File: config.mk
export PLATFORM = sky130hd
export DESIGN_NAME = rgb_to_hsl_converter_unit
export DESIGN_NICKNAME = d
export VERILOG_FILES = /design/src/rtl/core/rgbhsl_pkg.sv /design/src/rtl/core/rgbhsl_front.sv /design/src/rtl/core/rgbhsl_div.sv /design/src/rtl/core/rgb_to_hsl_converter_unit.sv
export SDC_FILE = /design/constraint.sdc
export NUM_CORES = 1
export LEC_CHECK = 0
export BUFFER_PORTS_ARGS = -buffer_cell sky130_fd_sc_hd__buf_4
export CAP_MARGIN = 20
export CORE_UTILIZATION = 35
export CTS_BUF_LIST = sky130_fd_sc_hd__clkbuf_4 sky130_fd_sc_hd__clkbuf_8 sky130_fd_sc_hd__clkbuf_16
export DETAILED_ROUTE_END_ITERATION = 12
export HOLD_SLACK_MARGIN = 0.06
export MAX_ROUTING_LAYER = met4
export PLACE_DENSITY = 0.56
export SLEW_MARGIN = 30
export SYNTH_ARGS = -nofsm -noshare
export SYNTH_HDL_FRONTEND = slang
export SYNTH_SLANG_ARGS = --single-unit
File: constraint.sdc
create_clock -name clk -period 11.95 [get_ports clk]
set_input_delay 1.195 -clock clk [delete_from_list [all_inputs] [get_ports clk]]
set_output_delay 1.195 -clock clk [all_outputs]
set_load 0.05 [all_outputs]
File: src/rtl/core/rgbhsl_pkg.sv
`default_nettype none

package rgbhsl_pkg;

	// fixed-point formats
	localparam int HUE_FRAC = 6;
	localparam int PCT_FRAC = 7;

	// field widths
	localparam int CH_W  = 8;
	localparam int SUM_W = CH_W + 1;
	localparam int SEC_W = CH_W + 3;
	localparam int HUE_W = 15;
	localparam int PCT_W = 14;

	// divider geometry: quotient is known to stay below 2^QUO_W
	localparam int DEN_W          = CH_W + 1;
	localparam int QUO_W          = 15;
	localparam int NUM_W          = DEN_W + QUO_W;
	localparam int BITS_PER_STAGE = 3;
	localparam int DIV_STAGES     = QUO_W / BITS_PER_STAGE;

	// start to done, in cycles: two front stages, the divider, one output stage
	localparam int PIPE_LATENCY = DIV_STAGES + 3;

	localparam int CH_MAX = (1 << CH_W) - 1;

	// numerator scales, doubled for round-half-up division
	localparam int HUE_NUM_MUL = 2 * 60 * (1 << HUE_FRAC);
	localparam int SAT_NUM_MUL = 2 * 100 * (1 << PCT_FRAC);

	// lightness = round(L_MUL * s / 255), split into whole and remainder parts
	localparam int L_MUL  = 50 * (1 << PCT_FRAC);
	localparam int L_INT  = L_MUL / CH_MAX;
	localparam int L_REM  = L_MUL % CH_MAX;
	localparam int LR_W   = 17;
	localparam int LQ_W   = LR_W + 9;

	localparam logic [HUE_W-1:0] HUE_WRAP = HUE_W'(360 * (1 << HUE_FRAC));
	localparam logic [PCT_W-1:0] PCT_FULL = PCT_W'(100 * (1 << PCT_FRAC));

	typedef struct packed {
		logic [NUM_W-1:0] num;
		logic [DEN_W-1:0] den;
	} div_req_t;

	typedef struct packed {
		logic             gray;
		logic [PCT_W-1:0] light;
		logic [CH_W-1:0]  alpha;
	} side_t;

	typedef struct packed {
		logic     valid;
		div_req_t hue_req;
		div_req_t sat_req;
		side_t    side;
	} front_t;

endpackage

`default_nettype wire

File: src/rtl/core/rgbhsl_front.sv
`default_nettype none

module rgbhsl_front (
	input  wire logic                      clk,
	input  wire logic                      arst_n,
	input  wire logic                      in_valid,
	input  wire logic [rgbhsl_pkg::CH_W-1:0] red,
	input  wire logic [rgbhsl_pkg::CH_W-1:0] green,
	input  wire logic [rgbhsl_pkg::CH_W-1:0] blue,
	input  wire logic [rgbhsl_pkg::CH_W-1:0] alpha,
	output rgbhsl_pkg::front_t             front
);

	logic                          r_max, g_max;
	logic [rgbhsl_pkg::CH_W-1:0]   mx, mn, d;
	logic [rgbhsl_pkg::SUM_W-1:0]  s;
	logic [rgbhsl_pkg::SEC_W-1:0]  r_x, g_x, b_x, d_x, sec;

	logic                          valid_s1;
	logic [rgbhsl_pkg::SEC_W-1:0]  sec_s1;
	logic [rgbhsl_pkg::CH_W-1:0]   d_s1;
	logic [rgbhsl_pkg::SUM_W-1:0]  s_s1;
	logic [rgbhsl_pkg::CH_W-1:0]   alpha_s1;

	logic [rgbhsl_pkg::CH_W-1:0]   sden;
	logic [rgbhsl_pkg::PCT_W-1:0]  u_int;
	logic [rgbhsl_pkg::LR_W-1:0]   u_rem;
	logic [rgbhsl_pkg::LQ_W-1:0]   u_prod;
	logic [rgbhsl_pkg::PCT_W-1:0]  l_sum, l_clip;

	logic                          valid_s2;
	rgbhsl_pkg::div_req_t          hue_req_s2, sat_req_s2;
	rgbhsl_pkg::side_t             side_s2;

	// extrema with red, then green, winning ties for the maximum
	always_comb begin
		r_max = (red >= green) && (red >= blue);
		g_max = !r_max && (green >= blue);
		if (r_max) begin
			mx = red;
		end else if (g_max) begin
			mx = green;
		end else begin
			mx = blue;
		end
		if ((red <= green) && (red <= blue)) begin
			mn = red;
		end else if (green <= blue) begin
			mn = green;
		end else begin
			mn = blue;
		end
		d = mx - mn;
		s = rgbhsl_pkg::SUM_W'(mx) + rgbhsl_pkg::SUM_W'(mn);
	end

	// sector offset plus signed difference, always nonnegative
	always_comb begin
		r_x = rgbhsl_pkg::SEC_W'(red);
		g_x = rgbhsl_pkg::SEC_W'(green);
		b_x = rgbhsl_pkg::SEC_W'(blue);
		d_x = rgbhsl_pkg::SEC_W'(d);
		if (r_max) begin
			if (green < blue) begin
				sec = d_x * rgbhsl_pkg::SEC_W'(6) - (b_x - g_x);
			end else begin
				sec = g_x - b_x;
			end
		end else if (g_max) begin
			sec = d_x * rgbhsl_pkg::SEC_W'(2) + b_x - r_x;
		end else begin
			sec = d_x * rgbhsl_pkg::SEC_W'(4) + r_x - g_x;
		end
	end

	always_ff @(posedge clk or negedge arst_n) begin
		if (!arst_n) begin
			valid_s1 <= 1'b0;
		end else begin
			valid_s1 <= in_valid;
		end
	end

	always_ff @(posedge clk) begin
		sec_s1   <= sec;
		d_s1     <= d;
		s_s1     <= s;
		alpha_s1 <= alpha;
	end

	// saturation denominator: s below mid scale, else its mirror
	always_comb begin
		if (s_s1 < rgbhsl_pkg::SUM_W'(rgbhsl_pkg::CH_MAX)) begin
			sden = s_s1[rgbhsl_pkg::CH_W-1:0];
		end else begin
			sden = rgbhsl_pkg::CH_W'(rgbhsl_pkg::SUM_W'(2 * rgbhsl_pkg::CH_MAX) - s_s1);
		end
	end

	// lightness: whole part plus round(rem * s / 255) via the 257 reciprocal
	always_comb begin
		u_int  = rgbhsl_pkg::PCT_W'(s_s1) * rgbhsl_pkg::PCT_W'(rgbhsl_pkg::L_INT);
		u_rem  = rgbhsl_pkg::LR_W'(s_s1) * rgbhsl_pkg::LR_W'(rgbhsl_pkg::L_REM)
			+ rgbhsl_pkg::LR_W'(rgbhsl_pkg::CH_MAX / 2 + 1);
		u_prod = rgbhsl_pkg::LQ_W'(u_rem) * rgbhsl_pkg::LQ_W'(rgbhsl_pkg::CH_MAX + 2);
		l_sum  = u_int + rgbhsl_pkg::PCT_W'(u_prod >> (2 * rgbhsl_pkg::CH_W));
		l_clip = (l_sum > rgbhsl_pkg::PCT_FULL) ? rgbhsl_pkg::PCT_FULL : l_sum;
	end

	always_ff @(posedge clk or negedge arst_n) begin
		if (!arst_n) begin
			valid_s2 <= 1'b0;
		end else begin
			valid_s2 <= valid_s1;
		end
	end

	// rounding numerators and doubled divisors
	always_ff @(posedge clk) begin
		hue_req_s2.num <= rgbhsl_pkg::NUM_W'(sec_s1)
			* rgbhsl_pkg::NUM_W'(rgbhsl_pkg::HUE_NUM_MUL) + rgbhsl_pkg::NUM_W'(d_s1);
		hue_req_s2.den <= {d_s1, 1'b0};
		sat_req_s2.num <= rgbhsl_pkg::NUM_W'(d_s1)
			* rgbhsl_pkg::NUM_W'(rgbhsl_pkg::SAT_NUM_MUL) + rgbhsl_pkg::NUM_W'(sden);
		sat_req_s2.den <= {sden, 1'b0};
		side_s2.gray   <= (d_s1 == '0);
		side_s2.light  <= l_clip;
		side_s2.alpha  <= alpha_s1;
	end

	assign front.valid   = valid_s2;
	assign front.hue_req = hue_req_s2;
	assign front.sat_req = sat_req_s2;
	assign front.side    = side_s2;

endmodule

`default_nettype wire

File: src/rtl/core/rgbhsl_div.sv
`default_nettype none

module rgbhsl_div (
	input  wire logic                         clk,
	input  wire logic                         arst_n,
	input  wire logic                         in_valid,
	input  wire rgbhsl_pkg::div_req_t         req,
	output logic                              out_valid,
	output logic [rgbhsl_pkg::QUO_W-1:0]      quo
);

	typedef struct packed {
		logic [rgbhsl_pkg::DEN_W-1:0] rem;
		logic [rgbhsl_pkg::QUO_W-1:0] low;
		logic [rgbhsl_pkg::QUO_W-1:0] quo;
		logic [rgbhsl_pkg::DEN_W-1:0] den;
	} div_st_t;

	logic    vld_s [rgbhsl_pkg::DIV_STAGES];
	div_st_t div_s [rgbhsl_pkg::DIV_STAGES];
	div_st_t nxt   [rgbhsl_pkg::DIV_STAGES];
	div_st_t init;

	// BITS_PER_STAGE restoring steps, one quotient bit each
	function automatic div_st_t div_iter(input div_st_t x);
		div_st_t                    y;
		logic [rgbhsl_pkg::DEN_W:0] t;
		y = x;
		for (int k = 0; k < rgbhsl_pkg::BITS_PER_STAGE; k++) begin
			t = {y.rem, y.low[rgbhsl_pkg::QUO_W-1]};
			y.low = y.low << 1;
			if (t >= {1'b0, y.den}) begin
				y.rem = rgbhsl_pkg::DEN_W'(t - {1'b0, y.den});
				y.quo = {y.quo[rgbhsl_pkg::QUO_W-2:0], 1'b1};
			end else begin
				y.rem = t[rgbhsl_pkg::DEN_W-1:0];
				y.quo = {y.quo[rgbhsl_pkg::QUO_W-2:0], 1'b0};
			end
		end
		return y;
	endfunction

	// top numerator bits are already below the divisor
	always_comb begin
		init.rem = req.num[rgbhsl_pkg::NUM_W-1:rgbhsl_pkg::QUO_W];
		init.low = req.num[rgbhsl_pkg::QUO_W-1:0];
		init.quo = '0;
		init.den = req.den;
	end

	always_comb begin
		nxt[0] = div_iter(init);
		for (int i = 1; i < rgbhsl_pkg::DIV_STAGES; i++) begin
			nxt[i] = div_iter(div_s[i-1]);
		end
	end

	always_ff @(posedge clk or negedge arst_n) begin
		if (!arst_n) begin
			for (int i = 0; i < rgbhsl_pkg::DIV_STAGES; i++) begin
				vld_s[i] <= 1'b0;
			end
		end else begin
			vld_s[0] <= in_valid;
			for (int i = 1; i < rgbhsl_pkg::DIV_STAGES; i++) begin
				vld_s[i] <= vld_s[i-1];
			end
		end
	end

	always_ff @(posedge clk) begin
		for (int i = 0; i < rgbhsl_pkg::DIV_STAGES; i++) begin
			div_s[i] <= nxt[i];
		end
	end

	assign out_valid = vld_s[rgbhsl_pkg::DIV_STAGES-1];
	assign quo       = div_s[rgbhsl_pkg::DIV_STAGES-1].quo;

endmodule

`default_nettype wire

File: src/rtl/core/rgb_to_hsl_converter_unit.sv
`default_nettype none

// rgb to hsl pixel converter
// input transfer: drive red, green, blue, alpha and raise start; the pixel is
// taken at any rising edge where start is high and busy is low. busy stays low,
// so a new pixel can be taken on every clock.
// output transfer: done is high in each cycle that holds a result, with hue, saturation,
// lightness and alpha_out valid in that cycle; results come out in input order.
// hue is in 1/64 degree (0 to below 360), saturation and lightness are percent
// in 1/128 steps; gray pixels give zero hue and saturation.
// pipeline: two front stages (extrema, then numerator setup and lightness),
// five divider stages that each resolve 3 quotient bits of the hue and
// saturation divisions, one output stage.
// throughput: one pixel per clock, set by the fully pipelined dividers.
// reset: arst_n clears every valid bit at once; pixels in flight are dropped and
// no done pulse follows. the receiver cannot stall, so nothing waits inside.
module rgb_to_hsl_converter_unit (
	input  wire logic                          clk,
	input  wire logic                          arst_n,
	input  wire logic                          start,
	output logic                               busy,
	input  wire logic [rgbhsl_pkg::CH_W-1:0]   red,
	input  wire logic [rgbhsl_pkg::CH_W-1:0]   green,
	input  wire logic [rgbhsl_pkg::CH_W-1:0]   blue,
	input  wire logic [rgbhsl_pkg::CH_W-1:0]   alpha,
	output logic                               done,
	output logic [rgbhsl_pkg::HUE_W-1:0]       hue,
	output logic [rgbhsl_pkg::PCT_W-1:0]       saturation,
	output logic [rgbhsl_pkg::PCT_W-1:0]       lightness,
	output logic [rgbhsl_pkg::CH_W-1:0]        alpha_out
);

	rgbhsl_pkg::front_t                 front;
	logic                               hue_vld, sat_vld;
	logic [rgbhsl_pkg::QUO_W-1:0]       hue_quo, sat_quo;
	rgbhsl_pkg::side_t                  side_s [rgbhsl_pkg::DIV_STAGES];
	logic [rgbhsl_pkg::QUO_W-1:0]       hue_fix;
	logic [rgbhsl_pkg::PCT_W-1:0]       sat_fix;

	logic                               done_s8;
	logic [rgbhsl_pkg::HUE_W-1:0]       hue_s8;
	logic [rgbhsl_pkg::PCT_W-1:0]       sat_s8, light_s8;
	logic [rgbhsl_pkg::CH_W-1:0]        alpha_s8;

	// never stalls
	assign busy = 1'b0;

	rgbhsl_front u_front (
		.clk      (clk),
		.arst_n   (arst_n),
		.in_valid (start && !busy),
		.red      (red),
		.green    (green),
		.blue     (blue),
		.alpha    (alpha),
		.front    (front)
	);

	rgbhsl_div u_hue_div (
		.clk       (clk),
		.arst_n    (arst_n),
		.in_valid  (front.valid),
		.req       (front.hue_req),
		.out_valid (hue_vld),
		.quo       (hue_quo)
	);

	rgbhsl_div u_sat_div (
		.clk       (clk),
		.arst_n    (arst_n),
		.in_valid  (front.valid),
		.req       (front.sat_req),
		.out_valid (sat_vld),
		.quo       (sat_quo)
	);

	// side data delayed to line up with the quotients
	always_ff @(posedge clk) begin
		side_s[0] <= front.side;
		for (int i = 1; i < rgbhsl_pkg::DIV_STAGES; i++) begin
			side_s[i] <= side_s[i-1];
		end
	end

	// hue wraps 360 to 0, saturation clipped to full scale
	always_comb begin
		if (hue_quo >= rgbhsl_pkg::QUO_W'(rgbhsl_pkg::HUE_WRAP)) begin
			hue_fix = hue_quo - rgbhsl_pkg::QUO_W'(rgbhsl_pkg::HUE_WRAP);
		end else begin
			hue_fix = hue_quo;
		end
		if (sat_quo > rgbhsl_pkg::QUO_W'(rgbhsl_pkg::PCT_FULL)) begin
			sat_fix = rgbhsl_pkg::PCT_FULL;
		end else begin
			sat_fix = rgbhsl_pkg::PCT_W'(sat_quo);
		end
	end

	always_ff @(posedge clk or negedge arst_n) begin
		if (!arst_n) begin
			done_s8 <= 1'b0;
		end else begin
			done_s8 <= hue_vld;
		end
	end

	// output stage, gray pixels forced to zero hue and saturation
	always_ff @(posedge clk) begin
		if (side_s[rgbhsl_pkg::DIV_STAGES-1].gray) begin
			hue_s8 <= '0;
			sat_s8 <= '0;
		end else begin
			hue_s8 <= rgbhsl_pkg::HUE_W'(hue_fix);
			sat_s8 <= sat_fix;
		end
		light_s8 <= side_s[rgbhsl_pkg::DIV_STAGES-1].light;
		alpha_s8 <= side_s[rgbhsl_pkg::DIV_STAGES-1].alpha;
	end

	assign done       = done_s8;
	assign hue        = hue_s8;
	assign saturation = sat_s8;
	assign lightness  = light_s8;
	assign alpha_out  = alpha_s8;

	// every accepted pixel yields a result after the pipeline latency
	a_latency: assert property (@(posedge clk) disable iff (!arst_n)
		start && !busy |-> ##(rgbhsl_pkg::PIPE_LATENCY) done)
		else $error("result missing after pipeline latency");

	// both dividers run in lockstep
	a_div_lockstep: assert property (@(posedge clk) disable iff (!arst_n)
		hue_vld == sat_vld)
		else $error("hue and saturation dividers out of step");

	a_hue_range: assert property (@(posedge clk) disable iff (!arst_n)
		done |-> hue < rgbhsl_pkg::HUE_WRAP)
		else $error("hue not wrapped below 360 degrees");

	a_pct_range: assert property (@(posedge clk) disable iff (!arst_n)
		done |-> (saturation <= rgbhsl_pkg::PCT_FULL)
			&& (lightness <= rgbhsl_pkg::PCT_FULL))
		else $error("percent field above full scale");

	a_hue_sat: assert property (@(posedge clk) disable iff (!arst_n)
		done && (hue != '0) |-> saturation != '0)
		else $error("colored pixel with zero saturation");

endmodule

`default_nettype wire
==> flow_summary_export.csv <==
group,metric,value,unit
status,status,"completed",
sta,finalSetupViolCount,0,
synthesis,synth_edf_count,0,
setup_path,r2r_cells,34,
synthesis,syn_inst,3139,
synthesis,ys_types,84,
setup_path,endpoint_kind,"flop",
global_routing,grt_use_total,15.1,%
sta,slew_violations,0,
clock_tree,htreeDepth,2,
setup_path,crit_required,12.50,ns
global_routing,antenna_found_initial,1,
setup_path,cp_slowest_cell,"dfxtp_1",
sta,max_freq,108,MHz
synthesis,synthArstFlopShare,1.63,%
setup_path,cpPeakStageDelay,0.62,ns
setup_path,critPathKind,"reg -> reg",
synthesis,synth_top_area_share,32.2,%
sta,worst_pin_slew,0.959,ns
synthesis,ys_top_cells_by_area,"dfxtp_1, ha_1, fa_1",
detailed_routing,wire_per_inst,14.2,um
placed_design,dpl_cell_area,32000,um^2
detailed_routing,routed_wl,63.0,mm
die,initial_core_util,35.3,%
setup_path,cp-start-kind,"flop",
die,die_y,295,um
die,dieWidth,295,um
final_layout,synthToLayoutAreaGrowth,12.7,%
final_layout,final_cell_area,33900,um^2
sta,hold_viol,0,
global_routing,grt_pass1_vias,21228,
synthesis,yosysTopAreaCell,"dfxtp_1",
synthesis,yosysSeqAreaShare,32.9,%
setup_path,rrSetupSlack,2.69,ns
clock_tree,cts_made_buffers,53,
setup_path,cpMostUsedCell,"ha_1",
final_layout,final_common_cell,"dfxtp_1",
sta,rsz0062_at_grt,"no",
setup_path,worstPathMaxFanout,10,
setup_path,crit_family,"adder cells",
global_routing,grt_pass1_wl,105,mm
setup_path,cp_data_arrival_time,9.81,ns
clock_tree,cts_num_sinks,491,
setup_path,worstReg2RegStart,"u_front.d_s1[0]",
die,num_io_pins,88,
detailed_routing,drc_errors,0,
synthesis,synth-seq-cells,491,
synthesis,syn-mean-instance-area,9.57,um^2
detailed_routing,via_per_inst,4.83,
final_layout,fillers,8506,
clock_tree,path_clk_slew,0.06,ns
clock_tree,cts_tree,"yes",
synthesis,syn-cell-area,30000,um^2
min_path,min_to,"u_front.front[1]",
final_layout,mostFrequentLayoutCells,"dfxtp_1, ha_1, inv_1, a21oi_1, nand2_1",
detailed_routing,ant_nets,0,
clock_tree,hold_buffers,0,
clock_tree,clockBufferDepth,3,
placed_design,place_congestion,0.901,
clock_tree,ctsRootBufferMaster,"clkbuf_16",
die,fp-row-count,107,
detailed_routing,firstDrtPassIters,5,
sta,fin_crit_sh,77.5,%
sta,tns,0,ns
placed_design,hpwl,50.9,mm
synthesis,yosysWarnings,0,
detailed_routing,num_vias,21399,
placed_design,portBuffers,86,
detailed_routing,drtIter0Drc,681,
clock_tree,post_cts_buffers,0,
sta,final.min_clock_period,9.26,ns
synthesis,synth-main-ff-cell,"dfxtp_1",
final_layout,layout-drive-gt1-share,10.0,%
die,dieArea,87000,um^2
clock_tree,postCtsResizedCells,0,
min_path,holdCritPathClass,"reg -> reg",
setup_path,worstReg2RegEnd,"u_front.front[17]",
flow_run,cap_violations,0,
clock_tree,clk_latency,0.61,ns
sta,finalClockSkew,0.0198,ns
die,coreArea,85100,um^2
setup_path,path_buf_inv,2,
sta,slew_headroom,35.6,%
global_routing,grt_max_degree,35,
final_layout,num_antenna_cells,0,
final_layout,fin_nets,3815,
min_path,hold_depth,0,
global_routing,grt_overflow,0,
min_path,min-delay-start,"u_front.alpha_s1[1]",
## registers in the layout, summed over array words and instances (netlist names), named ones only
name	flops
u_front.d_s1	8
hue	15
alpha_out	8
u_front.alpha_s1	8
u_front.valid_s2	1
u_sat_div.div_s	107
u_hue_div.out_valid	1
side_s	115
u_front.s_s1	8
saturation	14
lightness	14
u_hue_div.vld_s	4
u_front.sec_s1	11
u_front.valid_s1	1
u_front.front	63
u_hue_div.div_s	111
done	1
## cell type report
type                    instances  area (um^2)  area share (%)
flip-flops and latches        491         9870            29.2
multi-input cells            2294        18900            55.7
clock buffers                  68         1480            4.36
inverters                     312         1170            3.46
clock inverters                27          318           0.939
well taps                    1144         1430            4.23
repair buffers                 96          721            2.13
## synthesized netlist by cell type, types with 6 or more instances
cell type and number:
and2_1 24, o211ai_1 16, o21a_1 28, o21ai_0 154, or2_2 13, or3_1 11, a21oi_1 216, o31ai_1 8
a21o_1 82, clkbuf_1 34, xnor2_1 162, nand3_1 30, o22ai_1 6, nor4_1 12, inv_1 311, and3_1 10
nor3_1 43, xor2_1 91, o31a_1 9, nand2b_1 36, fa_1 79, a31oi_1 28, dfxtp_1 483, nand2_1 172
buf_2 7, o21bai_1 30, dfrtp_1 8, mux2_2 104, o221ai_1 6, ha_1 453, nor2b_1 83, a211o_1 6
o41ai_1 10, nand4_1 38, a311oi_1 6, nor2_1 169, a221o_1 7, mux2i_1 46, a211oi_1 18, a21boi_0 11
## through the flow
| stage | hold WS [ns] | setup WS [ns] | utilization [%] | instances |
|---|---|---|---|---|
| 6_report | 0.307 | 2.69 | 39.8 | 4432 |
| 5_1_grt | 0.313 | 1.73 | 39.8 | 4432 |
| 4_1_cts | 0.305 | 2.67 | 39.7 | 4432 |
| 3_5_place_dp | 0.312 | 2.67 | 37.6 | 4337 |
| 3_3_place_gp | 0.310 | 2.72 | 37.6 | 4337 |
| 2_1_floorplan | 0.310 | 3.57 | - | 3140 |
## per-layer routing
| layer | GRT usage [%] | up-vias | share of wire (%) |
|---|---|---|---|
| met3 | 1.86 | 109 | 3.1 |
| met5 | - | - | 0 |
| met4 | 4.71 | 0 | 2.7 |
| met2 | 24.9 | 300 | 46 |
| li1 | - | 11170 | - |
| met1 | 19.3 | 9820 | 48 |
## worst max-delay path by stage
stage	startpoint	to	slack (ns)	cells after the start
after global placement	u_front.s_s1[2]	u_front.front[17]	2.72	36
after global routing	u_front.d_s1[0]	u_front.front[17]	1.73	35
final	u_front.d_s1[0]	u_front.front[17]	2.69	34
after CTS	u_front.d_s1[0]	u_front.front[17]	2.67	35
after detailed placement	u_front.d_s1[0]	u_front.front[17]	2.67	34
after floorplan	u_front.s_s1[2]	u_front.front[17]	3.57	36
## logic make-up after synthesis
group                    Yosys count  synth area share, %
adder cells (fa/ha/maj)          532                 24.1
XOR/XNOR                         253                 7.38
flip-flops                       491                 32.9
AND/OR/NAND/NOR                  664                 10.9
other                              1               0.0125
AO/OA/AOI/OAI                    693                 14.8
buffers and inverters            355                 4.50
multiplexers                     150                 5.43
Power is not shown: default switching activity piles up to over one toggle a cycle in this logic, so the estimate is an artifact.
